==> src/design/dlc_pkg.sv <==
// Shared types and constants for the door lock controller.
// Phase and status codes, config register map, result record.
// No dependencies.
package dlc_pkg;

	localparam int CODE_W         = 40;
	localparam int CODE_BYTES_DEF = 5;
	localparam int TICK_W         = 16;
	localparam int MISS_W         = 3;
	localparam int CFG_IDX_W      = 3;
	localparam int CFG_DATA_W     = 16;

	localparam logic [MISS_W-1:0] MISS_MAX = 3'd7;

	// request modes
	localparam logic [1:0] MODE_TICK    = 2'd0;
	localparam logic [1:0] MODE_NEWCODE = 2'd1;
	localparam logic [1:0] MODE_ACCESS  = 2'd2;

	// request actions
	localparam logic ACT_OPEN   = 1'b0;
	localparam logic ACT_CHANGE = 1'b1;

	// config register indexes
	localparam logic [CFG_IDX_W-1:0] REG_HOLD_START  = 3'd0;
	localparam logic [CFG_IDX_W-1:0] REG_CLOSE_START = 3'd1;
	localparam logic [CFG_IDX_W-1:0] REG_CLOSE_END   = 3'd2;
	localparam logic [CFG_IDX_W-1:0] REG_LOCKOUT_LEN = 3'd3;
	localparam logic [CFG_IDX_W-1:0] REG_MAX_ATTEMPT = 3'd4;

	// config reset values
	localparam logic [TICK_W-1:0] HOLD_START_RST  = 16'd458;
	localparam logic [TICK_W-1:0] CLOSE_START_RST = 16'd550;
	localparam logic [TICK_W-1:0] CLOSE_END_RST   = 16'd1008;
	localparam logic [TICK_W-1:0] LOCKOUT_LEN_RST = 16'd1832;
	localparam logic [MISS_W-1:0] MAX_ATTEMPT_RST = 3'd3;

	typedef enum logic [2:0] {
		PH_SETUP   = 3'd0,
		PH_IDLE    = 3'd1,
		PH_OPEN    = 3'd2,
		PH_HOLD    = 3'd3,
		PH_CLOSE   = 3'd4,
		PH_LOCKOUT = 3'd5
	} phase_t;

	typedef enum logic [2:0] {
		ST_TICK    = 3'd0,
		ST_MATCH   = 3'd1,
		ST_MISS    = 3'd2,
		ST_LOCK    = 3'd3,
		ST_IGNORED = 3'd4,
		ST_STORED  = 3'd5
	} status_t;

	typedef enum logic [1:0] {
		MOTOR_OFF  = 2'd0,
		MOTOR_CW   = 2'd1,
		MOTOR_CCW  = 2'd2
	} motor_t;

	typedef struct packed {
		logic [TICK_W-1:0] hold_start_tick;
		logic [TICK_W-1:0] close_start_tick;
		logic [TICK_W-1:0] close_end_tick;
		logic [TICK_W-1:0] lockout_length;
		logic [MISS_W-1:0] max_attempts;
	} cfg_t;

	typedef struct packed {
		logic [1:0]        mode;
		logic [CODE_W-1:0] entered_code;
		logic [CODE_W-1:0] repeat_code;
		logic              action;
	} req_t;

	typedef struct packed {
		status_t           status;
		motor_t            motor;
		logic              buzzer;
		phase_t            phase;
		logic [MISS_W-1:0] misses;
	} result_t;

endpackage

==> src/design/dlc_cfg_regs.sv <==
// Configuration register file for the door lock controller.
// Uses dlc_pkg for the register map and reset values.
module dlc_cfg_regs
	import dlc_pkg::*;
(
	input  logic                  clk,
	input  logic                  arst_n,
	input  logic                  wr_en,
	input  logic [CFG_IDX_W-1:0]  wr_index,
	input  logic [CFG_DATA_W-1:0] wr_data,
	output cfg_t                  cfg
);

	cfg_t cfg_q;

	always_ff @(posedge clk or negedge arst_n) begin
		if (!arst_n) begin
			cfg_q.hold_start_tick  <= HOLD_START_RST;
			cfg_q.close_start_tick <= CLOSE_START_RST;
			cfg_q.close_end_tick   <= CLOSE_END_RST;
			cfg_q.lockout_length   <= LOCKOUT_LEN_RST;
			cfg_q.max_attempts     <= MAX_ATTEMPT_RST;
		end else if (wr_en) begin
			case (wr_index)
				REG_HOLD_START:  cfg_q.hold_start_tick  <= wr_data[TICK_W-1:0];
				REG_CLOSE_START: cfg_q.close_start_tick <= wr_data[TICK_W-1:0];
				REG_CLOSE_END:   cfg_q.close_end_tick   <= wr_data[TICK_W-1:0];
				REG_LOCKOUT_LEN: cfg_q.lockout_length   <= wr_data[TICK_W-1:0];
				REG_MAX_ATTEMPT: cfg_q.max_attempts     <= wr_data[MISS_W-1:0];
				default: ;
			endcase
		end
	end

	assign cfg = cfg_q;

endmodule

==> src/design/dlc_core.sv <==
// Lock state machine: phase, tick and miss counters, stored code.
// Computes the result of one request and commits state on advance.
// Uses dlc_pkg types and codes.
module dlc_core
	import dlc_pkg::*;
#(
	parameter int CODE_BYTES = CODE_BYTES_DEF
) (
	input  logic    clk,
	input  logic    arst_n,
	input  logic    advance,
	input  req_t    req,
	input  cfg_t    cfg,
	output result_t result
);

	// only the low CODE_BYTES bytes of a code take part
	localparam int CODE_BITS = (CODE_BYTES * 8 > CODE_W) ? CODE_W : CODE_BYTES * 8;

	phase_t                phase_q, phase_d;
	logic [TICK_W-1:0]     tick_q, tick_d, tick_inc;
	logic [MISS_W-1:0]     miss_q, miss_d, miss_inc;
	logic [CODE_BITS-1:0]  code_q;
	logic [CODE_BITS-1:0]  code_a, code_b;
	logic                  code_we;
	status_t               status_d;
	motor_t                motor_d;

	assign code_a = req.entered_code[CODE_BITS-1:0];
	assign code_b = req.repeat_code[CODE_BITS-1:0];

	always_ff @(posedge clk or negedge arst_n) begin
		if (!arst_n) begin
			phase_q <= PH_SETUP;
			tick_q  <= '0;
			miss_q  <= '0;
		end else if (advance) begin
			phase_q <= phase_d;
			tick_q  <= tick_d;
			miss_q  <= miss_d;
		end
	end

	always_ff @(posedge clk) begin
		if (advance && code_we)
			code_q <= code_b;
	end

	always_comb begin
		phase_d  = phase_q;
		tick_d   = tick_q;
		miss_d   = miss_q;
		status_d = ST_IGNORED;
		code_we  = 1'b0;
		tick_inc = tick_q + 16'd1;
		miss_inc = (miss_q == MISS_MAX) ? miss_q : miss_q + 3'd1;

		case (req.mode)
			MODE_TICK: begin
				status_d = ST_TICK;
				case (phase_q)
					PH_OPEN: begin
						tick_d = tick_inc;
						if (tick_inc == cfg.hold_start_tick)
							phase_d = PH_HOLD;
					end
					PH_HOLD: begin
						tick_d = tick_inc;
						if (tick_inc == cfg.close_start_tick)
							phase_d = PH_CLOSE;
					end
					PH_CLOSE: begin
						tick_d = tick_inc;
						if (tick_inc == cfg.close_end_tick) begin
							phase_d = PH_IDLE;
							tick_d  = '0;
						end
					end
					PH_LOCKOUT: begin
						tick_d = tick_inc;
						if (tick_inc >= cfg.lockout_length) begin
							phase_d = PH_IDLE;
							tick_d  = '0;
							miss_d  = '0;
						end
					end
					default: ;
				endcase
			end
			MODE_NEWCODE: begin
				if (phase_q == PH_SETUP) begin
					if (code_a == code_b) begin
						code_we  = 1'b1;
						phase_d  = PH_IDLE;
						status_d = ST_STORED;
					end else begin
						status_d = ST_MISS;
					end
				end
			end
			MODE_ACCESS: begin
				if (phase_q == PH_IDLE) begin
					if (code_a == code_q) begin
						miss_d   = '0;
						status_d = ST_MATCH;
						if (req.action == ACT_OPEN) begin
							phase_d = PH_OPEN;
							tick_d  = '0;
						end else begin
							phase_d = PH_SETUP;
						end
					end else begin
						miss_d = miss_inc;
						if (miss_inc >= cfg.max_attempts) begin
							phase_d  = PH_LOCKOUT;
							tick_d   = '0;
							status_d = ST_LOCK;
						end else begin
							status_d = ST_MISS;
						end
					end
				end
			end
			default: ;
		endcase

		case (phase_d)
			PH_OPEN:  motor_d = MOTOR_CW;
			PH_CLOSE: motor_d = MOTOR_CCW;
			default:  motor_d = MOTOR_OFF;
		endcase

		result.status = status_d;
		result.motor  = motor_d;
		result.buzzer = (phase_d == PH_LOCKOUT);
		result.phase  = phase_d;
		result.misses = miss_d;
	end

endmodule

==> src/design/door_lock_controller_unit.sv <==
// Door lock controller: input register, lock state machine, result register.
// Depends on dlc_pkg, dlc_cfg_regs and dlc_core.
//
// Usage:
//   Requests come in on in_valid/in_ready with mode, entered_code, repeat_code
//   and action. Each request yields exactly one result on out_valid/out_ready
//   with status, motor_drive, buzzer, phase and failed_attempts, all showing
//   the lock state after that request.
//   Config registers are written on cfg_valid/cfg_ready (cfg_ready is always
//   high) with cfg_index 0..4 and cfg_data; write them only while no request
//   is in flight.
//   Path: a taken request sits in the input register and is evaluated into
//   the result register when it advances, where out_valid rises. Throughput:
//   one request per cycle while out_ready is high; the lock state updates in
//   the same cycle a request moves from the input register into the result
//   register.
//   Stall: if out_ready is low with a result pending, the input register still
//   takes one more request, then in_ready drops until the result is taken.
//   Reset: the lock starts in code setup with zero counters and the config
//   registers at their defaults; no code is stored until a matching pair.
module door_lock_controller_unit
	import dlc_pkg::*;
#(
	parameter int CODE_BYTES = CODE_BYTES_DEF
) (
	input  logic                  clk,
	input  logic                  arst_n,
	input  logic                  in_valid,
	output logic                  in_ready,
	input  logic [1:0]            mode,
	input  logic [CODE_W-1:0]     entered_code,
	input  logic [CODE_W-1:0]     repeat_code,
	input  logic                  action,
	output logic                  out_valid,
	input  logic                  out_ready,
	output logic [2:0]            status,
	output logic [1:0]            motor_drive,
	output logic                  buzzer,
	output logic [2:0]            phase,
	output logic [MISS_W-1:0]     failed_attempts,
	input  logic                  cfg_valid,
	output logic                  cfg_ready,
	input  logic [CFG_IDX_W-1:0]  cfg_index,
	input  logic [CFG_DATA_W-1:0] cfg_data
);

	cfg_t    cfg;
	req_t    req_s1;
	logic    valid_s1;
	logic    advance;
	result_t res_d, res_q;
	logic    out_valid_q;

	assign cfg_ready = 1'b1;

	dlc_cfg_regs u_cfg (
		.clk      (clk),
		.arst_n   (arst_n),
		.wr_en    (cfg_valid),
		.wr_index (cfg_index),
		.wr_data  (cfg_data),
		.cfg      (cfg)
	);

	// request moves on when the result register is free or being drained
	assign advance  = valid_s1 && (!out_valid_q || out_ready);
	assign in_ready = !valid_s1 || advance;

	always_ff @(posedge clk or negedge arst_n) begin
		if (!arst_n)
			valid_s1 <= 1'b0;
		else if (in_ready)
			valid_s1 <= in_valid;
	end

	always_ff @(posedge clk) begin
		if (in_ready && in_valid) begin
			req_s1.mode         <= mode;
			req_s1.entered_code <= entered_code;
			req_s1.repeat_code  <= repeat_code;
			req_s1.action       <= action;
		end
	end

	dlc_core #(
		.CODE_BYTES (CODE_BYTES)
	) u_core (
		.clk     (clk),
		.arst_n  (arst_n),
		.advance (advance),
		.req     (req_s1),
		.cfg     (cfg),
		.result  (res_d)
	);

	always_ff @(posedge clk or negedge arst_n) begin
		if (!arst_n)
			out_valid_q <= 1'b0;
		else if (advance)
			out_valid_q <= 1'b1;
		else if (out_ready)
			out_valid_q <= 1'b0;
	end

	always_ff @(posedge clk) begin
		if (advance)
			res_q <= res_d;
	end

	assign out_valid       = out_valid_q;
	assign status          = res_q.status;
	assign motor_drive     = res_q.motor;
	assign buzzer          = res_q.buzzer;
	assign phase           = res_q.phase;
	assign failed_attempts = res_q.misses;

endmodule
==> config.mk <==
export PLATFORM = sky130hd
export DESIGN_NAME = door_lock_controller_unit
export DESIGN_NICKNAME = d
export VERILOG_FILES = /design/src/design/dlc_pkg.sv /design/src/design/dlc_cfg_regs.sv /design/src/design/dlc_core.sv /design/src/design/door_lock_controller_unit.sv
export SDC_FILE = /design/constraint.sdc
export NUM_CORES = 1
export LEC_CHECK = 0
export BUFFER_PORTS_ARGS = -buffer_cell sky130_fd_sc_hd__buf_2
export CAP_MARGIN = 10
export CORE_ASPECT_RATIO = 2
export CORE_UTILIZATION = 49
export CTS_CLUSTER_DIAMETER = 30
export DETAILED_ROUTE_END_ITERATION = 10
export PLACE_DENSITY = 0.68
export SYNTH_ARGS = -nofsm -noshare
export SYNTH_HDL_FRONTEND = slang
export SYNTH_SLANG_ARGS = --single-unit
==> constraint.sdc <==
create_clock -name clk -period 8.48 [get_ports clk]
set_input_delay 2.544 -clock clk [delete_from_list [all_inputs] [get_ports clk]]
set_output_delay 2.544 -clock clk [all_outputs]
set_load 0.02 [all_outputs]
# [After elaboration in Yosys (flattened, before gate mapping)]
# Cells that the tools add are included.
[classes] order_cmp=2 eq_ne=24 mux=38 n_reduce_logical=19 n_addsub=2
[op_table] op="$mux W16" n=6
[op_table] op="$eq A40 B40 Y1" n=2
[op_table] op="$mux W3" n=18
[op_table] op="$eq A16 B16 Y1" n=3
[op_table] op="$pmux W16 S3" n=1
[op_table] op="$pmux W16 S2" n=1
[op_table] op="$eq A3 B3 Y1 const B" n=6
[op_table] op="$pmux W3 S3" n=2
[op_table] op="$add A16 B1 Y16 const B" n=1
[op_table] op="$ge A16 B16 Y1" n=1
[op_table] op="$eq A3 B2 Y1 const B" n=5
[op_table] op="$pmux W3 S4" n=1
[op_table] op="$reduce_and A2 Y1" n=5
[op_table] op="$eq A3 B1 Y1 const B" n=2
[op_table] op="$logic_not A3 Y1" n=2
[op_table] op="$mux W1" n=6
[op_table] op="$pmux W3 S2" n=1
[op_table] op="$reduce_and A6 Y1" n=1
[op_table] op="$ne A4 B3 Y1 const B" n=1
[op_table] op="$pmux W2 S2" n=1
[op_table] op="$reduce_bool A2 Y1" n=2
[op_table] op="$add A3 B1 Y3 const B" n=1
[op_table] op="$ge A3 B3 Y1" n=1
[op_table] op="$logic_and A1 B1 Y1" n=3
[op_table] op="other kinds (10)" n=12
[word_totals] elab_cells=105 register_bits=226 input_bits=107 out_inout_bits=15

# [Logic depth before layout (Yosys ltp)]
# Gate-level depths: netlist (run 1).
[depth] depth_word=9 mapped_depth=15 depth_no_buf=14

# [Modules after synthesis]
# From an unflattened synthesis (run 1), not the netlist that was laid out.
[unflattened] hier_cells=858 area_unflattened_um2=11252.0
[modules_own_cells] mod="dlc_core" cells_per_inst=608 seq_area_each_um2=1751.7 n_inst=1 area_per_inst_um2=5680.4
[modules_own_cells] mod="door_lock_controller_unit" cells_per_inst=105 seq_area_each_um2=2902.8 n_inst=1 area_per_inst_um2=2967.8
[modules_own_cells] mod="dlc_cfg_regs" cells_per_inst=145 seq_area_each_um2=1704.1 n_inst=1 area_per_inst_um2=2603.7

# [Least setup slack after synthesis (run 1)]
# Ideal clock, no wire load.
[synth_path] path_type="input to output" start="input port out_ready" end="output port in_ready" path_stages=1 arrival_time_ns=2.822 t_required_ns=5.936 setup_slack_ns=3.114 path_buffers=0 cell_sequence="nand3b_1"
[synth_between] elab_chain_len=3
[synth_rtl] item="from (decl)" line_no="door_lock_controller_unit.sv:35" source="input logic out_ready,"
[synth_rtl] item="$logic_or A1 B1 Y1" line_no="door_lock_controller_unit.sv:66" source="assign advance = valid_s1 && (!out_valid_q || out_ready);"
[synth_rtl] item="$logic_and A1 B1 Y1" line_no="door_lock_controller_unit.sv:66"
[synth_rtl] item="$logic_or A1 B1 Y1" line_no="door_lock_controller_unit.sv:67" source="assign in_ready = !valid_s1 || advance;"
[synth_rtl] item="to (decl)" line_no="door_lock_controller_unit.sv:29" source="output logic in_ready,"
# Every way passes these cells.

# [Worst setup path after layout (run 1)]
# Ends and elaborated chain as after synthesis.

==> flow_metrics.env, run 1 <==
export IMPL_diodes=0
export IMPL_cts_made_buffers=30
export IMPL_remaining_drc_errors=0
export IMPL_crit_family="buffers and inverters"
export IMPL_core_rowCount=78
export IMPL_leakagePower_nw=5.341
export IMPL_fmax_mhz=179.9
export IMPL_hpwlAfterDp_um=20100
export IMPL_wl_met3_um=976
export IMPL_cp_num_buf_inv=2
export IMPL_startpoint_type="input pin"
export IMPL_worstSetupPathType="in -> out"
export IMPL_finClkSkew_ps=20.81
export IMPL_status="completed"
export IMPL_finalCriticalPeriod_ps=5557
export IMPL_tns_ps=0
export IMPL_fp_dieH_um=218.1
export IMPL_synth_top_area_frac=0.3544
export IMPL_cts_resized=0
export IMPL_tightestPinTransition_ps=1179
export IMPL_grt_setup_unrepaired="false"
export IMPL_wl_met1_um=8618
export IMPL_crit_chain="buf_2 > nand3b_1 > buf_2"
export IMPL_drt_iter0_markers=402
export IMPL_avgSynthCellArea_um2=12.71
export IMPL_drv_cap=0
export IMPL_synth_area_mm2=0.01144
export IMPL_grt_pass1_wl_um=41130
export IMPL_cts_root_buf="clkbuf_16"
export IMPL_cpPeakStageDelay_ps=190
export IMPL_drv_slew=0
export IMPL_r2r_end="u_core.tick_q[5]"
export IMPL_die_width_um=110.0
export IMPL_max_slew_margin_rel=0.2118
export IMPL_place_gp_congestion=0.9007
export IMPL_core_area_mm2=0.02284
export IMPL_portBuffers=120
export IMPL_arrival_ps=3010
export IMPL_worstHoldPathType="reg -> reg"
export IMPL_ys_warn_count=0
export IMPL_post_cts_buffers=0
export IMPL_clock_sinks=226
export IMPL_cts_tree="built"
export IMPL_pin_count=122
export IMPL_path_common_cell="buf_2"
export IMPL_yosysSeqAreaShare=0.5560
export IMPL_critPathLaunch="out_ready"
export IMPL_die_area_mm2=0.02399
export IMPL_post_drt_wl_per_cell_um=20.32
export IMPL_setup_viol=0
export IMPL_netlist_top_cells_count="135 x edfxtp_1, 71 x xnor2_1, 69 x dfrtp_1, 63 x mux2_2, 55 x xor2_1"
export IMPL_async_flop_share=0.4027
export IMPL_grt_pass1_vias=7766
export IMPL_max_vdd_ir_drop_mv=0.1901
export IMPL_worstHoldStart="req_s1[14]"
export IMPL_synth_edf_count=135
export IMPL_ys_top_cells_by_area="edfxtp_1 35%, dfrtp_1 15%, mux2_2 6.2%, xnor2_1 5.4%, dfstp_2 5.1%"
export IMPL_nets=1144
export IMPL_final_period_utilization=0.6554
export IMPL_r2r_cells=13
export IMPL_grt_ovfl_total=0
export IMPL_ys_types=81
export IMPL_min_path_cells=0
export IMPL_initial_core_util=0.5008
export IMPL_powerDensity_mw_per_mm2=227.4
export IMPL_clockBufferDepth=3
export IMPL_syn_to_final_growth_pct=16.58
export IMPL_wl_met2_um=15460
export IMPL_holdPathEnd="u_core.code_q[13]"
export IMPL_cts_hold_buffers=0
export IMPL_r2r_setup_slack_ps=3320
export IMPL_grtUsageTotal=0.2341
export IMPL_critPathCaptureType="output pin"
export IMPL_top_layer_used="met4"
export IMPL_htree_levels=1
export IMPL_drive_gt1_frac=0.2779
export IMPL_stdcell_area_mm2=0.01333
export IMPL_postPlaceCellArea_mm2=0.01226
export IMPL_syn_instance_count=900
export IMPL_vias=7528
export IMPL_drt_pass1_iter_count=5
export IMPL_mappedNetlistNets=1028
export IMPL_drt_total_wl_um=26820
export IMPL_via_per_inst=5.703
export IMPL_crit_path_max_fanout=3
export IMPL_ys_seq_elements=226
export IMPL_grt_max_degree=84
export IMPL_synth_top_cell_by_area="edfxtp_1"
export IMPL_r2r_start="u_core.tick_q[0]"
export IMPL_cp_data_required_time_ps=5940
export IMPL_synth_most_common_cell="edfxtp_1"
export IMPL_antenna_found_initial=0
export IMPL_slowest_stage="nand3b_1"
export IMPL_fillers=1942
export IMPL_drtAntennaViolNets=0
export IMPL_clkTransAtPathRegs_ps=70
export IMPL_synth_top_flop_cell="edfxtp_1"
export IMPL_finalHoldViolations=0
export IMPL_clk_insertion_delay_late_ps=560
-- registers in the layout, summed over array words and instances (netlist names) --
| name | cells |
|---|---|
| u_core.miss_q | 3 |
| buzzer | 1 |
| u_core.phase_q | 3 |
| u_core.tick_q | 16 |
| phase | 3 |
| status | 3 |
| motor_drive | 2 |
| u_cfg.cfg | 67 |
| out_valid | 1 |
| u_core.code_q | 40 |
| req_s1 | 83 |
| failed_attempts | 3 |
| valid_s1 | 1 |
-- worst reg2reg max path: stages, from the launching register on --
cell       delay (ps)
dfrtp_1           580
ha_1              510
nand2_1           290
or3_1             540
xnor2_1           180
ha_1              300
nand2_1            90
o21ai_0           180
a2111oi_0         490
a21oi_1           180
nor3_1            260
o311a_1           830
nand2_1           370
o211ai_1          270
-- metal layers --
layer	up-vias	track usage
li1	3564	-
met1	3634	0.2216
met2	245	0.4508
met3	85	0.02750
met4	0	0.1533
met5	-	0
-- cells in the final DEF, fill, tap and decap left out, types with 12 or more instances in the layout --
cell and instances:
xnor2_1 71, mux2_2 63, xnor3_1 15, nand2b_1 14, dfrtp_1 69, xor2_1 55, a31oi_1 17, edfxtp_1 135
nor2b_1 12, inv_1 34, dfstp_2 22, nand3_1 16, ha_1 21, nor4_1 18, nand2_1 45, nor3_1 13
buf_2 119, o21ai_0 35, clkbuf_16 31, nand4_1 40, nor2_1 32
-- how the worst max path moves through the flow --
stage / to / slack (ps) / cells after the start
floorplan: in_ready / 3110 / 1
global placement: in_ready / 2940 / 3
detailed placement: in_ready / 2930 / 3
CTS: in_ready / 2920 / 3
global route: in_ready / 2910 / 3
finish: in_ready / 2920 / 3
-- final cells by class --
class	count	area, um^2	area share
multi-input combinational	598	4778	0.3584
sequential	226	6359	0.4769
tap	280	350.3	0.02627
clock inverter	23	281.5	0.02111
clock buffer	33	793.3	0.05949
inverter	35	131.4	0.009853
timing repair buffer	125	640.6	0.04804
-- through the flow --
stage               setup WS, ps  cells  power, W  hold slack [ps]    util
floorplan                   3114    900  0.001615            448.7       -
global placement            2943   1264  0.001739            452.2  0.5368
detailed placement          2925   1264  0.001749            457.1  0.5368
CTS                         2924   1320  0.003065            465.4  0.5839
global route                2912   1320  0.003147            475.1  0.5839
finish                      2923   1320  0.003032            466.9  0.5839
-- cell families after synthesis --
kind of cell / after synthesis / synth area share
adders and majority gates: 21 / 0.02297
AOI/OAI and AO/OA: 119 / 0.07155
muxes: 65 / 0.06378
other: 1 / 0.0003279
xor gates and xnor gates: 141 / 0.1260
and+or+nand+nor: 251 / 0.1313
buffers and inverters: 76 / 0.02811
DFF: 226 / 0.5560
-- where the power goes --
group / internal, W / switching (W) / total (W)
Clock: 0.000770 / 0.000539 / 0.00131
Sequential: 0.00130 / 0.0000800 / 0.00137
Combinational: 0.000179 / 0.000170 / 0.000349
Note: power is estimated with default switching activity, not from simulation.
==> run 2, diff against run 1 <==
==> constraint.sdc (replaced) <==
create_clock -name clk -period 5.74 [get_ports clk]
set_input_delay 1.722 -clock clk [delete_from_list [all_inputs] [get_ports clk]]
set_output_delay 1.722 -clock clk [all_outputs]
set_load 0.02 [all_outputs]
==> flow_metrics.env, run 2 (synthesis gave the netlist of run 1 again) <==
export IMPL_powerDensity_mw_per_mm2=354.3
export IMPL_die_area_mm2=0.02399
export IMPL_cp_num_buf_inv=1
export IMPL_nets=1153
export IMPL_crit_chain="nand4_4 > nor4_1 > or2_1 > ha_1 > a21oi_1 > o21ai_0 > a2111oi_0 > a21oi_1 > nor3_1 > o311a_1 > buf_4 > nand3b_1 > a31oi_1"
export IMPL_max_vdd_ir_drop_mv=0.2696
export IMPL_cpPeakStageDelay_ps=790
export IMPL_post_drt_wl_per_cell_um=21.00
export IMPL_core_area_mm2=0.02284
export IMPL_antenna_found_initial=0
export IMPL_cts_made_buffers=36
export IMPL_vias=7592
export IMPL_fin_cells=1333
export IMPL_max_slew_margin_rel=0.2241
export IMPL_die_width_um=110.0
export IMPL_slowest_stage="dfrtp_1"
export IMPL_grtUsageTotal=0.2475
export IMPL_tns_ps=0
export IMPL_core_rowCount=78
export IMPL_r2r_start="u_core.tick_q[3]"
export IMPL_diodes=0
export IMPL_crit_family="compound AO/OA/AOI/OAI gates"
export IMPL_drt_iter0_markers=433
export IMPL_critPathLaunch="u_core.tick_q[3]"
export IMPL_hpwlAfterDp_um=20830
export IMPL_drt_pass1_iter_count=5
export IMPL_clockBufferDepth=3
export IMPL_remaining_drc_errors=0
export IMPL_grt_pass1_wl_um=42880
export IMPL_status="completed"
export IMPL_place_gp_congestion=0.9142
export IMPL_critPathCaptureType="register"
export IMPL_finalCriticalPeriod_ps=4849
export IMPL_largest_reg_flops=83
export IMPL_grt_setup_unrepaired="false"
export IMPL_fillers=1927
export IMPL_regArea_mm2=0.006359
export IMPL_post_cts_buffers=0
export IMPL_tightestPinTransition_ps=1161
export IMPL_portBuffers=120
export IMPL_startpoint_type="register"
export IMPL_drive_gt1_frac=0.2849
export IMPL_final_period_utilization=0.8447
export IMPL_leakagePower_nw=5.456
export IMPL_pin_count=122
export IMPL_worstHoldPathType="reg -> reg"
export IMPL_grt_ovfl_total=0
export IMPL_grt_max_degree=84
export IMPL_place_inst=1267
export IMPL_fmax_mhz=206.2
export IMPL_grt_pass1_vias=8031
export IMPL_cts_resized=0
export IMPL_initial_core_util=0.5008
export IMPL_layout_commonest_cell="edfxtp_1"
export IMPL_syn_to_final_growth_pct=18.44
export IMPL_clk_insertion_delay_late_ps=520
export IMPL_drv_cap=0
export IMPL_cp_data_required_time_ps=6170
export IMPL_cts_root_buf="clkbuf_16"
export IMPL_via_per_inst=5.695
export IMPL_max_flop_register="req_s1"
export IMPL_setup_viol=0
export IMPL_drtAntennaViolNets=0
export IMPL_crit_path_max_fanout=19
export IMPL_arrival_ps=5280
export IMPL_htree_levels=2
export IMPL_cts_hold_buffers=0
export IMPL_worstHoldStart="req_s1[32]"
export IMPL_multi_input_comb_area_mm2=0.004778
export IMPL_finClkSkew_ps=12.84
export IMPL_cts_tree="built"
export IMPL_clock_sinks=226
export IMPL_fp_dieH_um=218.1
export IMPL_drt_total_wl_um=28000
export IMPL_drv_slew=0
export IMPL_worstSetupPathType="reg -> reg"
export IMPL_clkTransAtPathRegs_ps=60
export IMPL_finalHoldViolations=0
export IMPL_mostFrequentLayoutCells="135 x edfxtp_1, 119 x buf_2, 71 x xnor2_1"
export IMPL_path_common_cell="a21oi_1"
run 2: per-layer routing:
layer	track usage	routed length (um)	up-vias
li1	-	-	3599
met1	0.2257	8838	3647
met2	0.4677	15910	238
met3	0.03616	952	108
met4	0.1902	2299	0
met5	0	0	-
run 2: path summary, 6_finish.rpt:
check	slack, ps	cells past startpoint	end
hold / removal	470	0	u_core.code_q[31]
hold reg to reg	470	0	u_core.code_q[31]
setup / recovery	890	13	u_core.tick_q[2]
setup reg to reg	890	13	u_core.tick_q[2]
min in group asynchronous	1300	1	u_cfg.cfg[56]
max in group asynchronous	3450	2	u_cfg.cfg[1]
run 2: cell type report:
class | instances | area share
Sequential cell | 226 | 0.4694
Clock buffer | 40 | 0.07066
Inverter | 35 | 0.009698
Tap cell | 280 | 0.02586
Timing Repair Buffer | 128 | 0.04895
Clock inverter | 26 | 0.02272
Multi-Input combinational cell | 598 | 0.3527
run 2: power breakdown:
part	switching [W]	internal [W]	total, W	leakage [nW]
Clock	0.000794	0.00145	0.00224	0.621
Sequential	0.000120	0.00192	0.00203	2.38
Combinational	0.000258	0.000265	0.000523	2.46
run 2: stage by stage:
stage	hold slack (ps)	utilization	cell area [um^2]	total power (W)	worst slack, ps
final	465.9	0.5932	13550	0.004800	891.4
after global routing	475.0	0.5932	13550	0.004985	566.9
after CTS	469.7	0.5932	13550	0.004857	992.1
after detailed placement	457.0	0.5378	12280	0.002593	1020
after global placement	452.0	0.5378	12280	0.002583	1305
after floorplan	448.7	-	11440	0.002385	1333
